File: config.mk
export PLATFORM = sky130hd
export DESIGN_NAME = tsdb_fifo
export DESIGN_NICKNAME = d
export VERILOG_FILES = /design/src/rtl/core/tsdb_fifo.sv
export SDC_FILE = /design/constraint.sdc
export NUM_CORES = 1
export LEC_CHECK = 0
export BUFFER_PORTS_ARGS = -buffer_cell sky130_fd_sc_hd__buf_2
export CORE_MARGIN = 2
export CORE_UTILIZATION = 52
export CTS_CLUSTER_DIAMETER = 60
export CTS_CLUSTER_SIZE = 24
export DETAILED_ROUTE_END_ITERATION = 12
export PLACE_DENSITY = 0.79
export SLEW_MARGIN = 20
export SYNTH_ARGS = -nofsm -noshare
export SYNTH_HDL_FRONTEND = slang
export SYNTH_SLANG_ARGS = --single-unit
File: constraint.sdc
create_clock -name i_clk -period 4.85 [get_ports i_clk]
set_clock_uncertainty 0.05 [all_clocks]
set_input_delay 1.455 -clock i_clk [delete_from_list [all_inputs] [get_ports i_clk]]
set_output_delay 1.455 -clock i_clk [all_outputs]
set_load 0.01 [all_outputs]
File: src/rtl/core/tsdb_fifo.sv
// Two-entry queue for words between the parts of the depth buffer.
// No package dependencies.
`default_nettype none

module tsdb_fifo #(
    parameter int WIDTH = 8
) (
    input  wire logic             i_clk,
    input  wire logic             i_rst_n,
    input  wire logic             i_push,
    input  wire logic [WIDTH-1:0] i_data,
    output logic                  o_full,
    input  wire logic             i_pop,
    output logic [WIDTH-1:0]      o_data,
    output logic                  o_empty
);

    logic [WIDTH-1:0] r_mem [2];
    logic             r_wp, r_rp;
    logic [1:0]       r_cnt;
    logic             do_push, do_pop;

    assign o_full  = (r_cnt == 2'd2);
    assign o_empty = (r_cnt == 2'd0);
    assign o_data  = r_mem[r_rp];
    assign do_push = i_push && !o_full;
    assign do_pop  = i_pop && !o_empty;

    always_ff @(posedge i_clk) begin
        if (do_push) begin
            r_mem[r_wp] <= i_data;
        end
    end

    always_ff @(posedge i_clk) begin
        if (!i_rst_n) begin
            r_wp  <= 1'b0;
            r_rp  <= 1'b0;
            r_cnt <= 2'd0;
        end else begin
            if (do_push) begin
                r_wp <= ~r_wp;
            end
            if (do_pop) begin
                r_rp <= ~r_rp;
            end
            r_cnt <= r_cnt + 2'(do_push) - 2'(do_pop);
        end
    end

endmodule

`default_nettype wire

==> flow_summary.toml <==
[synth]
synth-edff-count = 16
ys_seq_area_share_pct = 71.49
ys_types = 17
syn_area_per_cell_um2 = 15.62
ys_top_cells_by_count = "edfxtp_1, mux2_2, dfxtp_1, nor2_1, inv_1"
syn_nets = 66
synth-seq-cells = 21
synth_top_area_cell = "edfxtp_1"
yosys-top-cells-area = "edfxtp_1, dfxtp_1, mux2_2"
async_flop_share_pct = 0
synth_compound_area_share_pct = 1.079
yosys_warnings = 0
syn_inst = 52
synth_mux_area_share_pct = 12.33
yosys.area_share.xor_xnor_pct = 2.157
synthAdderAreaFrac_pct = 3.082
yosysMostFrequentCell = "edfxtp_1"
synthFlopType = "edfxtp_1"
synth_top_area_share_pct = 59.17
yosys.area_share.simple_pct = 7.858
synth_top_family_by_area = "multiplexers"
syn_area_um2 = 812.0

[setup_path]
start_kind = "flip-flop"
reg2reg_from = "r_cnt[0]"
crit_family = "flip-flops"
crit_chain = "mux2_2 -> buf_2"
crit_cells = 2
crit_path_end_kind = "output port"
slowest_delay_ns = 0.54
cp_slowest_cell = "dfxtp_1"
crit_path_max_fanout = 8
crit_path_end = "o_data[0]"
r2r_slack_ns = 3.09
cp_num_buf_inv = 1
rr_worst_depth = 8
required_ns = 3.35
worstSetupPathType = "flip-flop to output port"
arrival_ns = 1.35
worstReg2RegEnd = "r_cnt[1]"

[place]
hpwlAfterDp_um = 909.8
dp_slack_ns = 2.089
place.gp.congestion = 0.7740
numPortBuffers = 21

[global_route]
grtUsageTotal_pct = 14.12
grt_pass1_vias = 501
grt_max_degree = 13
grt_pass1_wl_um = 1938
antenna_found_initial = 0
grt-ovfl-total = 0

[detailed_routing]
ant_nets = 0
wl_per_cell_um = 12.71
drt_wl_total_um = 1169
drc = 0
drt_iter0_markers = 4
via_count = 466
vias_per_cell = 5.065
dr.pass1.iters = 2

[timing]
hold_slack_ns = 0.4506
rsz0062_at_grt = "no"
slew_violations = 0
tightestPinTransition_ns = 0.6413
setup_viol = 0
max_freq_ghz = 0.3506
final.period_utilization_pct = 58.81
maxSlewHeadroom_pct = 57.09
tns_ns = 0
finalWorstSetupSlack_ns = 1.998
finalHoldViolCount = 0
period_needed_ns = 2.852

[floorplan]
rows = 14
ios = 22
core-area_um2 = 1489
die_w_um = 43.52
dieArea_um2 = 1894
initial_core_util_pct = 54.54
die_h_um = 43.52

[clock_tree]
clk_pin_slew_ns = 0.11
cts_made_buffers = 3
hold_buffers = 0
clk_latency_ns = 0.29
root_buffer = "clkbuf_4"
clock-sinks = 21
postCtsSetupRepairBufs = 0
clk_path_buf_depth = 2
cts_tree = "built"
cts-resized-gates = 0
htree_levels = 1

[cells_and_area]
drive_above_1_share_pct = 46.05
num-fill-cells = 110
area_growth_pct = 18.18
diodes = 0
nNetsFinal = 91

[power_and_ir_drop]
p_leak_nw = 0.4087
ir_drop_uv = 318.7
p_per_area_nw_per_um2 = 508.4

[worst_hold_path]
hold_path.class = "flip-flop to flip-flop"

[outcome]
status = "finished, final reports clean"

[flow_run]
drv_cap = 0
worst min path at each step:
stage | start | endpoint | depth (start not counted)
final | r_wp | r_wp | 2
after global placement | r_wp | r_wp | 2
after floorplan | r_wp | r_wp | 2
after global routing | r_rp | r_rp | 2
after CTS | r_wp | r_wp | 2
after detailed placement | r_wp | r_wp | 2
area by class of cell:
class / count / area (um^2) / area share (%)
well taps: 16 / 20.02 / 2.086
repair buffers: 21 / 105.1 / 10.95
flip-flops and latches: 21 / 580.6 / 60.50
inverters: 3 / 11.26 / 1.173
clock inverters: 1 / 5.005 / 0.5215
clock buffers: 3 / 22.52 / 2.347
multi-input cells: 27 / 215.2 / 22.43
per-stage QoR:
step / instances / instance area [um^2] / utilization (%) / total power, mW
after floorplan: 52 / 812.0 / - / 0.3633
after global placement: 88 / 932.1 / 62.61 / 0.4092
after detailed placement: 88 / 932.1 / 62.61 / 0.4144
after CTS: 92 / 959.7 / 64.45 / 0.4958
after global routing: 92 / 959.7 / 64.45 / 0.5206
final: 92 / 959.7 / 64.45 / 0.4879
cell usage in the layout (no fill, tap or decap):
cell type and count:
buf_2 21, edfxtp_1 16, mux2_2 8, nor2_1 5
dfxtp_1 5, inv_1 3, clkbuf_4 3, nand2b_1 2
nand2_1 2, ha_1 2, o21a_2 1, and3_1 1
xnor2_1 1, and2_1 1, mux2i_1 1, xor2_1 1
and2_2 1, nor3_1 1, clkinv_2 1
cells by family (layout without fill, tap and decap cells):
family                     count (synthesis)  after routing
xor gates and xnor gates                   2              2
and+or+nand+nor                           13             13
DFF                                       21             21
adders and majority gates                  2              2
buffers and inverters                      4             28
AOI/OAI and AO/OA                          1              1
muxes                                      9              9
flip-flops by register name, summed over array words and instances, names as in the netlist, named ones only:
signal and cells:
r_cnt 2, r_mem 16, r_rp 1, r_wp 1
report_power, final:
group | internal [mW] | switching, mW | total (mW)
logic | 0.0763 | 0.0717 | 0.148
registers | 0.235 | 0.0249 | 0.260
clock network | 0.0306 | 0.0492 | 0.0799
per-layer routing:
| metal | GRT usage, % | vias up | wire length, um | part of all wire, % |
|---|---|---|---|---|
| met5 | 0 | - | 0 | 0 |
| met4 | 7.273 | 0 | 9 | 0.77 |
| met3 | 2.917 | 2 | 56 | 4.8 |
| met2 | 25.37 | 12 | 614 | 53 |
| met1 | 15.64 | 220 | 489 | 42 |
| li1 | - | 232 | - | - |
worst register-to-register path, cell delays in order (launching register included):
cell and delay [ns]:
dfxtp_1 0.39, nand2b_1 0.17, nand2_1 0.12, ha_1 0.30, inv_1 0.04, ha_1 0.18, xor2_1 0.15, and2_2 0.18
nor3_1 0.11
No activity file was read; power rests on OpenSTA's default activity.
