$ cat src/rtl/core/tsdb_pkg.sv
// Shared types and constants for the triangle span depth buffer.
// No dependencies; imported by every module of the block but tsdb_fifo.
`default_nettype none

package tsdb_pkg;

    localparam logic [1:0] ACT_PLOT  = 2'd0;
    localparam logic [1:0] ACT_TRI   = 2'd1;
    localparam logic [1:0] ACT_READ  = 2'd2;
    localparam logic [1:0] ACT_CLEAR = 2'd3;

    localparam int CX_W  = 16;   // corner x, 1/64 pixel
    localparam int CY_W  = 15;   // corner y, 1/64 pixel
    localparam int PX_W  = 11;   // pixel column, rounded or floored from CX_W
    localparam int PY_W  = 10;   // pixel row, rounded or floored from CY_W
    localparam int DEP_W = 16;
    localparam int CNT_W = 16;
    localparam int DIM_W = 13;   // image dimension up to 8191
    localparam int NUM_W = 31;   // edge numerator, never negative
    localparam int DEN_W = 22;   // 64 * x span

    localparam logic [CNT_W-1:0] CNT_MAX = '1;

    typedef struct packed {
        logic [1:0]       action;
        logic             ok;      // pixel inside, or triangle not skipped
        logic [PX_W-1:0]  px;
        logic [PY_W-1:0]  py;
        logic [CX_W-1:0]  x0, x1, x2;   // sorted by x, stable
        logic [CY_W-1:0]  y0, y1, y2;
        logic [DEP_W-1:0] depth;
    } t_cmd;

    typedef struct packed {
        logic [DEP_W-1:0] read_depth;
        logic [CNT_W-1:0] pixels_lowered;
        logic             accepted;
    } t_res;

endpackage

`default_nettype wire

$ cat src/rtl/core/tsdb_front.sv
// Front end: accepts input words, rounds positions, checks bounds,
// sorts triangle corners. Depends on tsdb_pkg.
`default_nettype none

module tsdb_front
    import tsdb_pkg::*;
#(
    parameter int IMAGE_WIDTH  = 640,
    parameter int IMAGE_HEIGHT = 480
) (
    input  wire logic             i_clk,
    input  wire logic             i_rst_n,
    input  wire logic             i_push,
    input  wire logic [1:0]       i_action,
    input  wire logic [CX_W-1:0]  i_ax,
    input  wire logic [CY_W-1:0]  i_ay,
    input  wire logic [CX_W-1:0]  i_bx,
    input  wire logic [CY_W-1:0]  i_by,
    input  wire logic [CX_W-1:0]  i_cx,
    input  wire logic [CY_W-1:0]  i_cy,
    input  wire logic [DEP_W-1:0] i_depth,
    input  wire logic             i_init_done,
    input  wire logic             i_q_full,
    output logic                  o_full,
    output logic                  o_q_push,
    output t_cmd                  o_q_cmd
);

    localparam logic [DIM_W-1:0] W_LIM = DIM_W'(IMAGE_WIDTH);
    localparam logic [DIM_W-1:0] H_LIM = DIM_W'(IMAGE_HEIGHT);

    logic            r_valid;
    t_cmd            r_cmd;
    t_cmd            n_cmd;
    logic            accept;
    logic [CX_W:0]   x_sum;
    logic [CY_W:0]   y_sum;
    logic [PX_W-1:0] px;
    logic [PY_W-1:0] py;
    logic            in_bounds, skip;
    logic            ab, ac, bc;    // later corner has strictly smaller x
    logic [1:0]      rank_a, rank_b, rank_c;

    assign o_full   = !i_init_done || (r_valid && i_q_full);
    assign accept   = i_push && !o_full;
    assign o_q_push = r_valid;
    assign o_q_cmd  = r_cmd;

    assign x_sum = {1'b0, i_ax} + (CX_W+1)'(32);
    assign y_sum = {1'b0, i_ay} + (CY_W+1)'(32);
    assign px    = x_sum[CX_W:6];
    assign py    = y_sum[CY_W:6];

    assign in_bounds = (px != '0) && ({2'b0, px} <= W_LIM)
                    && (py != '0) && ({3'b0, py} <= H_LIM);
    assign skip   = ((i_ax == '0) && (i_ay == '0)) || ((i_bx == '0) && (i_by == '0))
                 || ((i_cx == '0) && (i_cy == '0));

    // stable rank: on equal x the earlier corner goes first
    assign ab = i_ax > i_bx;
    assign ac = i_ax > i_cx;
    assign bc = i_bx > i_cx;
    assign rank_a = 2'(ab) + 2'(ac);
    assign rank_b = 2'(!ab) + 2'(bc);
    assign rank_c = 2'(!ac) + 2'(!bc);

    always_comb begin
        n_cmd        = '0;
        n_cmd.action = i_action;
        n_cmd.px     = px;
        n_cmd.py     = py;
        n_cmd.depth  = i_depth;
        n_cmd.ok     = (i_action == ACT_TRI) ? !skip : in_bounds;
        case (rank_a)
            2'd0:    begin n_cmd.x0 = i_ax; n_cmd.y0 = i_ay; end
            2'd1:    begin n_cmd.x1 = i_ax; n_cmd.y1 = i_ay; end
            default: begin n_cmd.x2 = i_ax; n_cmd.y2 = i_ay; end
        endcase
        case (rank_b)
            2'd0:    begin n_cmd.x0 = i_bx; n_cmd.y0 = i_by; end
            2'd1:    begin n_cmd.x1 = i_bx; n_cmd.y1 = i_by; end
            default: begin n_cmd.x2 = i_bx; n_cmd.y2 = i_by; end
        endcase
        case (rank_c)
            2'd0:    begin n_cmd.x0 = i_cx; n_cmd.y0 = i_cy; end
            2'd1:    begin n_cmd.x1 = i_cx; n_cmd.y1 = i_cy; end
            default: begin n_cmd.x2 = i_cx; n_cmd.y2 = i_cy; end
        endcase
    end

    always_ff @(posedge i_clk) begin
        if (accept) begin
            r_cmd <= n_cmd;
        end
    end

    always_ff @(posedge i_clk) begin
        if (!i_rst_n) begin
            r_valid <= 1'b0;
        end else if (accept) begin
            r_valid <= 1'b1;
        end else if (!i_q_full) begin
            r_valid <= 1'b0;
        end
    end

endmodule

`default_nettype wire

$ cat config.mk
export PLATFORM = sky130hd
export DESIGN_NAME = tsdb_front
export DESIGN_NICKNAME = d
export VERILOG_FILES = /design/src/rtl/core/tsdb_pkg.sv /design/src/rtl/core/tsdb_front.sv
export SDC_FILE = /design/constraint.sdc
export NUM_CORES = 1
export LEC_CHECK = 0
export CAP_MARGIN = 20
export CORE_ASPECT_RATIO = 0.6
export CORE_UTILIZATION = 63
export CTS_BUF_LIST = sky130_fd_sc_hd__clkbuf_16
export DETAILED_ROUTE_END_ITERATION = 8
export DONT_BUFFER_PORTS = 1
export GPL_TIMING_DRIVEN = 0
export PLACE_DENSITY = 0.89
export SLEW_MARGIN = 20
export SYNTH_ARGS = -nofsm -noshare
export SYNTH_HDL_FRONTEND = slang
export SYNTH_SLANG_ARGS = --single-unit
$ cat constraint.sdc
create_clock -name i_clk -period 6.15 [get_ports i_clk]
set_clock_uncertainty 0.2 [all_clocks]
set_input_delay 0.9225 -clock i_clk [delete_from_list [all_inputs] [get_ports i_clk]]
set_output_delay 0.9225 -clock i_clk [all_outputs]
set_load 0.005 [all_outputs]
==> impl_results.md <==
* Worst-path cell chain: inv_1 > ha_1 > nand4_1 > nor4_1 > nor3_1 > o31a_1 > nor2_2 > clkbuf_1 > ha_1 > clkbuf_1 > and2_1 > a21oi_1 > a21oi_1
* Ports at 251
* Nets at 1136
* Pre-CTS setup slack at 1080 ps
* Slowest-stage cell, CP: clkbuf_1
* Commonest cells after routing, fill and taps aside: edfxtp_1 (133), a21oi_1 (116), inv_1 (67)
* CP arrival at 4920 ps
* Root Driver: clkbuf_16
* Mapped Nets at 1115
* Starting density of the core at 64.8%
* Tmin final at 4930 ps
* Worst Hold Path EP: o_q_cmd[15]
* DIE AREA at 15500 um2
* DR vias/cell at 7.61
* Synthesized area per cell at 9.95 um2
* Slowest stage delay, CP at 590 ps
* Failing checks: DRC
* Max_slew headroom at 26.4%
* DRC at 1
* Most used DFF post-synth: edfxtp_1
* CTS max path bufs at 2
* Hold_sp: i_depth[15]
* Grt total ovfl at 0
* Status: complete, but fails checks
* Clk Latency, worst-skew pair at 430 ps
* Core footprint at 14500 um2
* Hold Path Depth at 0
* Element type at the critical path end: flop
* Post-CTS setup buffer count at 0
* Yosys cell types at 55
* Worst-path clk slew at 70 ps
* Worst Setup Slack, final at 1220 ps
* Post-CTS Hold Fix Bufs at 0
* Cell Rows at 34
* Period utilization at 80.1%
* Synthesized instance count at 947
* P&R area growth vs syn at 9.48%
* Worst Max-Slew Pin Slew at 1090 ps
* Num CTS Buffers at 17
* First-pass GRT wire length at 52.4 mm
* Seq/Total Area, Yosys at 42.6%
* Cts repair resizes at 0
* Die width at 160 um
* Lkg Pwr at 0.00389 uW
* Share of cells above drive strength 1 at 9.48%
* Clk sinks at 134
* End of the worst register-to-register path: o_q_cmd[31]
* Commonest non-fill, non-tap cell in the layout: edfxtp_1
* Critical Path RT at 6140 ps
* CTS tree: done
* Initial antenna violation count at 1
* Maximum vdd drop at 0.180 mV
* Yosys warns at 0
* Vias in the first global route at 8434
* Worst min path class: in2reg
* Worst Setup Start Kind: input pin
* RSZ-0062 raised after global routing: false
* R2R cell count at 3
* Crit path kind: in2reg
* Pre-antenna DRT Iters at 9
* FF-to-FF setup slack at 4400 ps
* Number of synthesized flops with an enable pin at 133
* Power Dens Cells at 284 nW/um2
* R2R Path Start: o_q_push
* Drt wl/cell at 29.9 um
* Crit-path max FO at 10
* Post-Route WL at 35.3 mm
* Largest net degree at the start of global routing at 63
* Async S/R FF share, synth at 0%
* Gr usage total at 45.6%
* Setup TNS at 0 ps
* Antenna Nets Post-Route at 0
* Gpl congestion at 1.00
* H-tree levels at 4
* Port Buf Inserts at 0
* Peak Freq at 203 MHz
* Vias at 8977
* Detailed Route Iter0 Violations at 1621
* Area of the mapped netlist at 9420 um2
* HPWL after DPL at 25.4 mm
* Seq cells post-synth at 134
* Final setup vio count at 0
* Max_cap viols at 0
* Final slew viol count at 0
* Fillers at 1093
* Final hold vios at 0
* Die Ht at 96.7 um
==> worst max-delay path, delay by kind of cell <==
family,cells,cell delay (ps)
adders and majority gates,2,660
buffers and inverters,3,1150
AOI/OAI and AO/OA,3,660
and+or+nand+nor,5,1530
==> synth_stat cells (2+ instances only) <==
| cell type | instances | area [um2] |
|---|---|---|
| a211oi_1 | 31 | 233 |
| a21boi_0 | 16 | 120 |
| a21oi_1 | 116 | 581 |
| a221oi_1 | 2 | 17.5 |
| a22oi_1 | 31 | 233 |
| a31oi_1 | 2 | 12.5 |
| and2_1 | 49 | 307 |
| and3_1 | 34 | 213 |
| and4_1 | 2 | 17.5 |
| buf_2 | 15 | 75.1 |
| buf_4 | 3 | 22.5 |
| buf_6 | 3 | 33.8 |
| clkbuf_1 | 50 | 188 |
| clkbuf_2 | 2 | 10.0 |
| edfxtp_1 | 133 | 3990 |
| ha_1 | 52 | 651 |
| inv_1 | 67 | 251 |
| mux2_2 | 15 | 169 |
| mux2i_1 | 50 | 500 |
| nand2_1 | 34 | 128 |
| nand3_1 | 30 | 150 |
| nand4_1 | 17 | 106 |
| nor2_1 | 11 | 41.3 |
| nor2b_1 | 4 | 25.0 |
| nor3_1 | 8 | 40.0 |
| nor4_1 | 29 | 181 |
| o21ai_0 | 52 | 260 |
| o21bai_1 | 15 | 113 |
| o311ai_1 | 22 | 193 |
| o311ai_2 | 9 | 146 |
| o31a_1 | 2 | 17.5 |
| xnor2_1 | 17 | 149 |
| xor2_1 | 2 | 17.5 |
==> cells by family after synthesis <==
group	after synthesis	synth area share, %
fa+ha+maj	52	6.91
simple gates	226	13.6
compound gates	308	21.5
buf+inv	142	6.27
mux	66	7.34
xor+xnor	19	1.77
flops	134	42.6
==> report_power, final <==
group	switching (uW)	internal [uW]
Combinational	495	249
Sequential	34.6	1110
Clock	467	576
Total	997	1930
==> worst max-delay path by stage <==
stage	startpoint	endpoint	slack [ps]	cells past startpoint
floorplan	i_q_full	o_q_cmd[0]	1330	2
finish	i_cx[11]	o_q_cmd[99]	1220	13
global route	i_cx[14]	o_q_cmd[91]	1170	12
CTS	i_cx[11]	o_q_cmd[34]	1500	12
global placement	i_q_full	o_q_cmd[105]	410	2
detailed placement	i_cx[11]	o_q_cmd[34]	1080	12
==> metrics by stage <==
stage | total power, uW | std cells | cell area, um2 | util, % | hold WS, ps
6_report | 2930 | 1180 | 10300 | 70.9 | 386
5_1_grt | 2990 | 1179 | 10300 | 70.9 | 375
4_1_cts | 2870 | 1179 | 10300 | 70.9 | 388
3_5_place_dp | 1850 | 1147 | 9730 | 66.9 | 407
3_3_place_gp | 1840 | 1145 | 9670 | 66.5 | 355
2_1_floorplan | 1640 | 947 | 9420 | - | 320
==> layout make-up <==
type / instances / area [um2] / share of cell area [%]
multi-input cells: 671 / 4820 / 46.7
flip-flops and latches: 134 / 4010 / 38.9
clock buffers: 17 / 425 / 4.12
plain buffers: 74 / 333 / 3.23
inverters: 68 / 258 / 2.50
well taps: 198 / 248 / 2.40
clock inverters: 15 / 158 / 1.53
repair buffers: 2 / 55.1 / 0.534
diodes: 1 / 2.50 / 0.0243
==> sequential cells by signal (all words and copies together), names as in the netlist <==
register / flops
o_q_push: 1
o_q_cmd: 133
==> per-layer routing <==
metal	GRT usage, %	share of wire (%)	routed length, um	vias up
li1	-	-	-	3669
met1	64.0	37	13200	4137
met2	61.1	38	13500	1004
met3	21.7	20	7100	167
met4	15.1	4.2	1470	0
met5	0	0	0	-
Note: power is estimated with default switching activity, not from simulation.
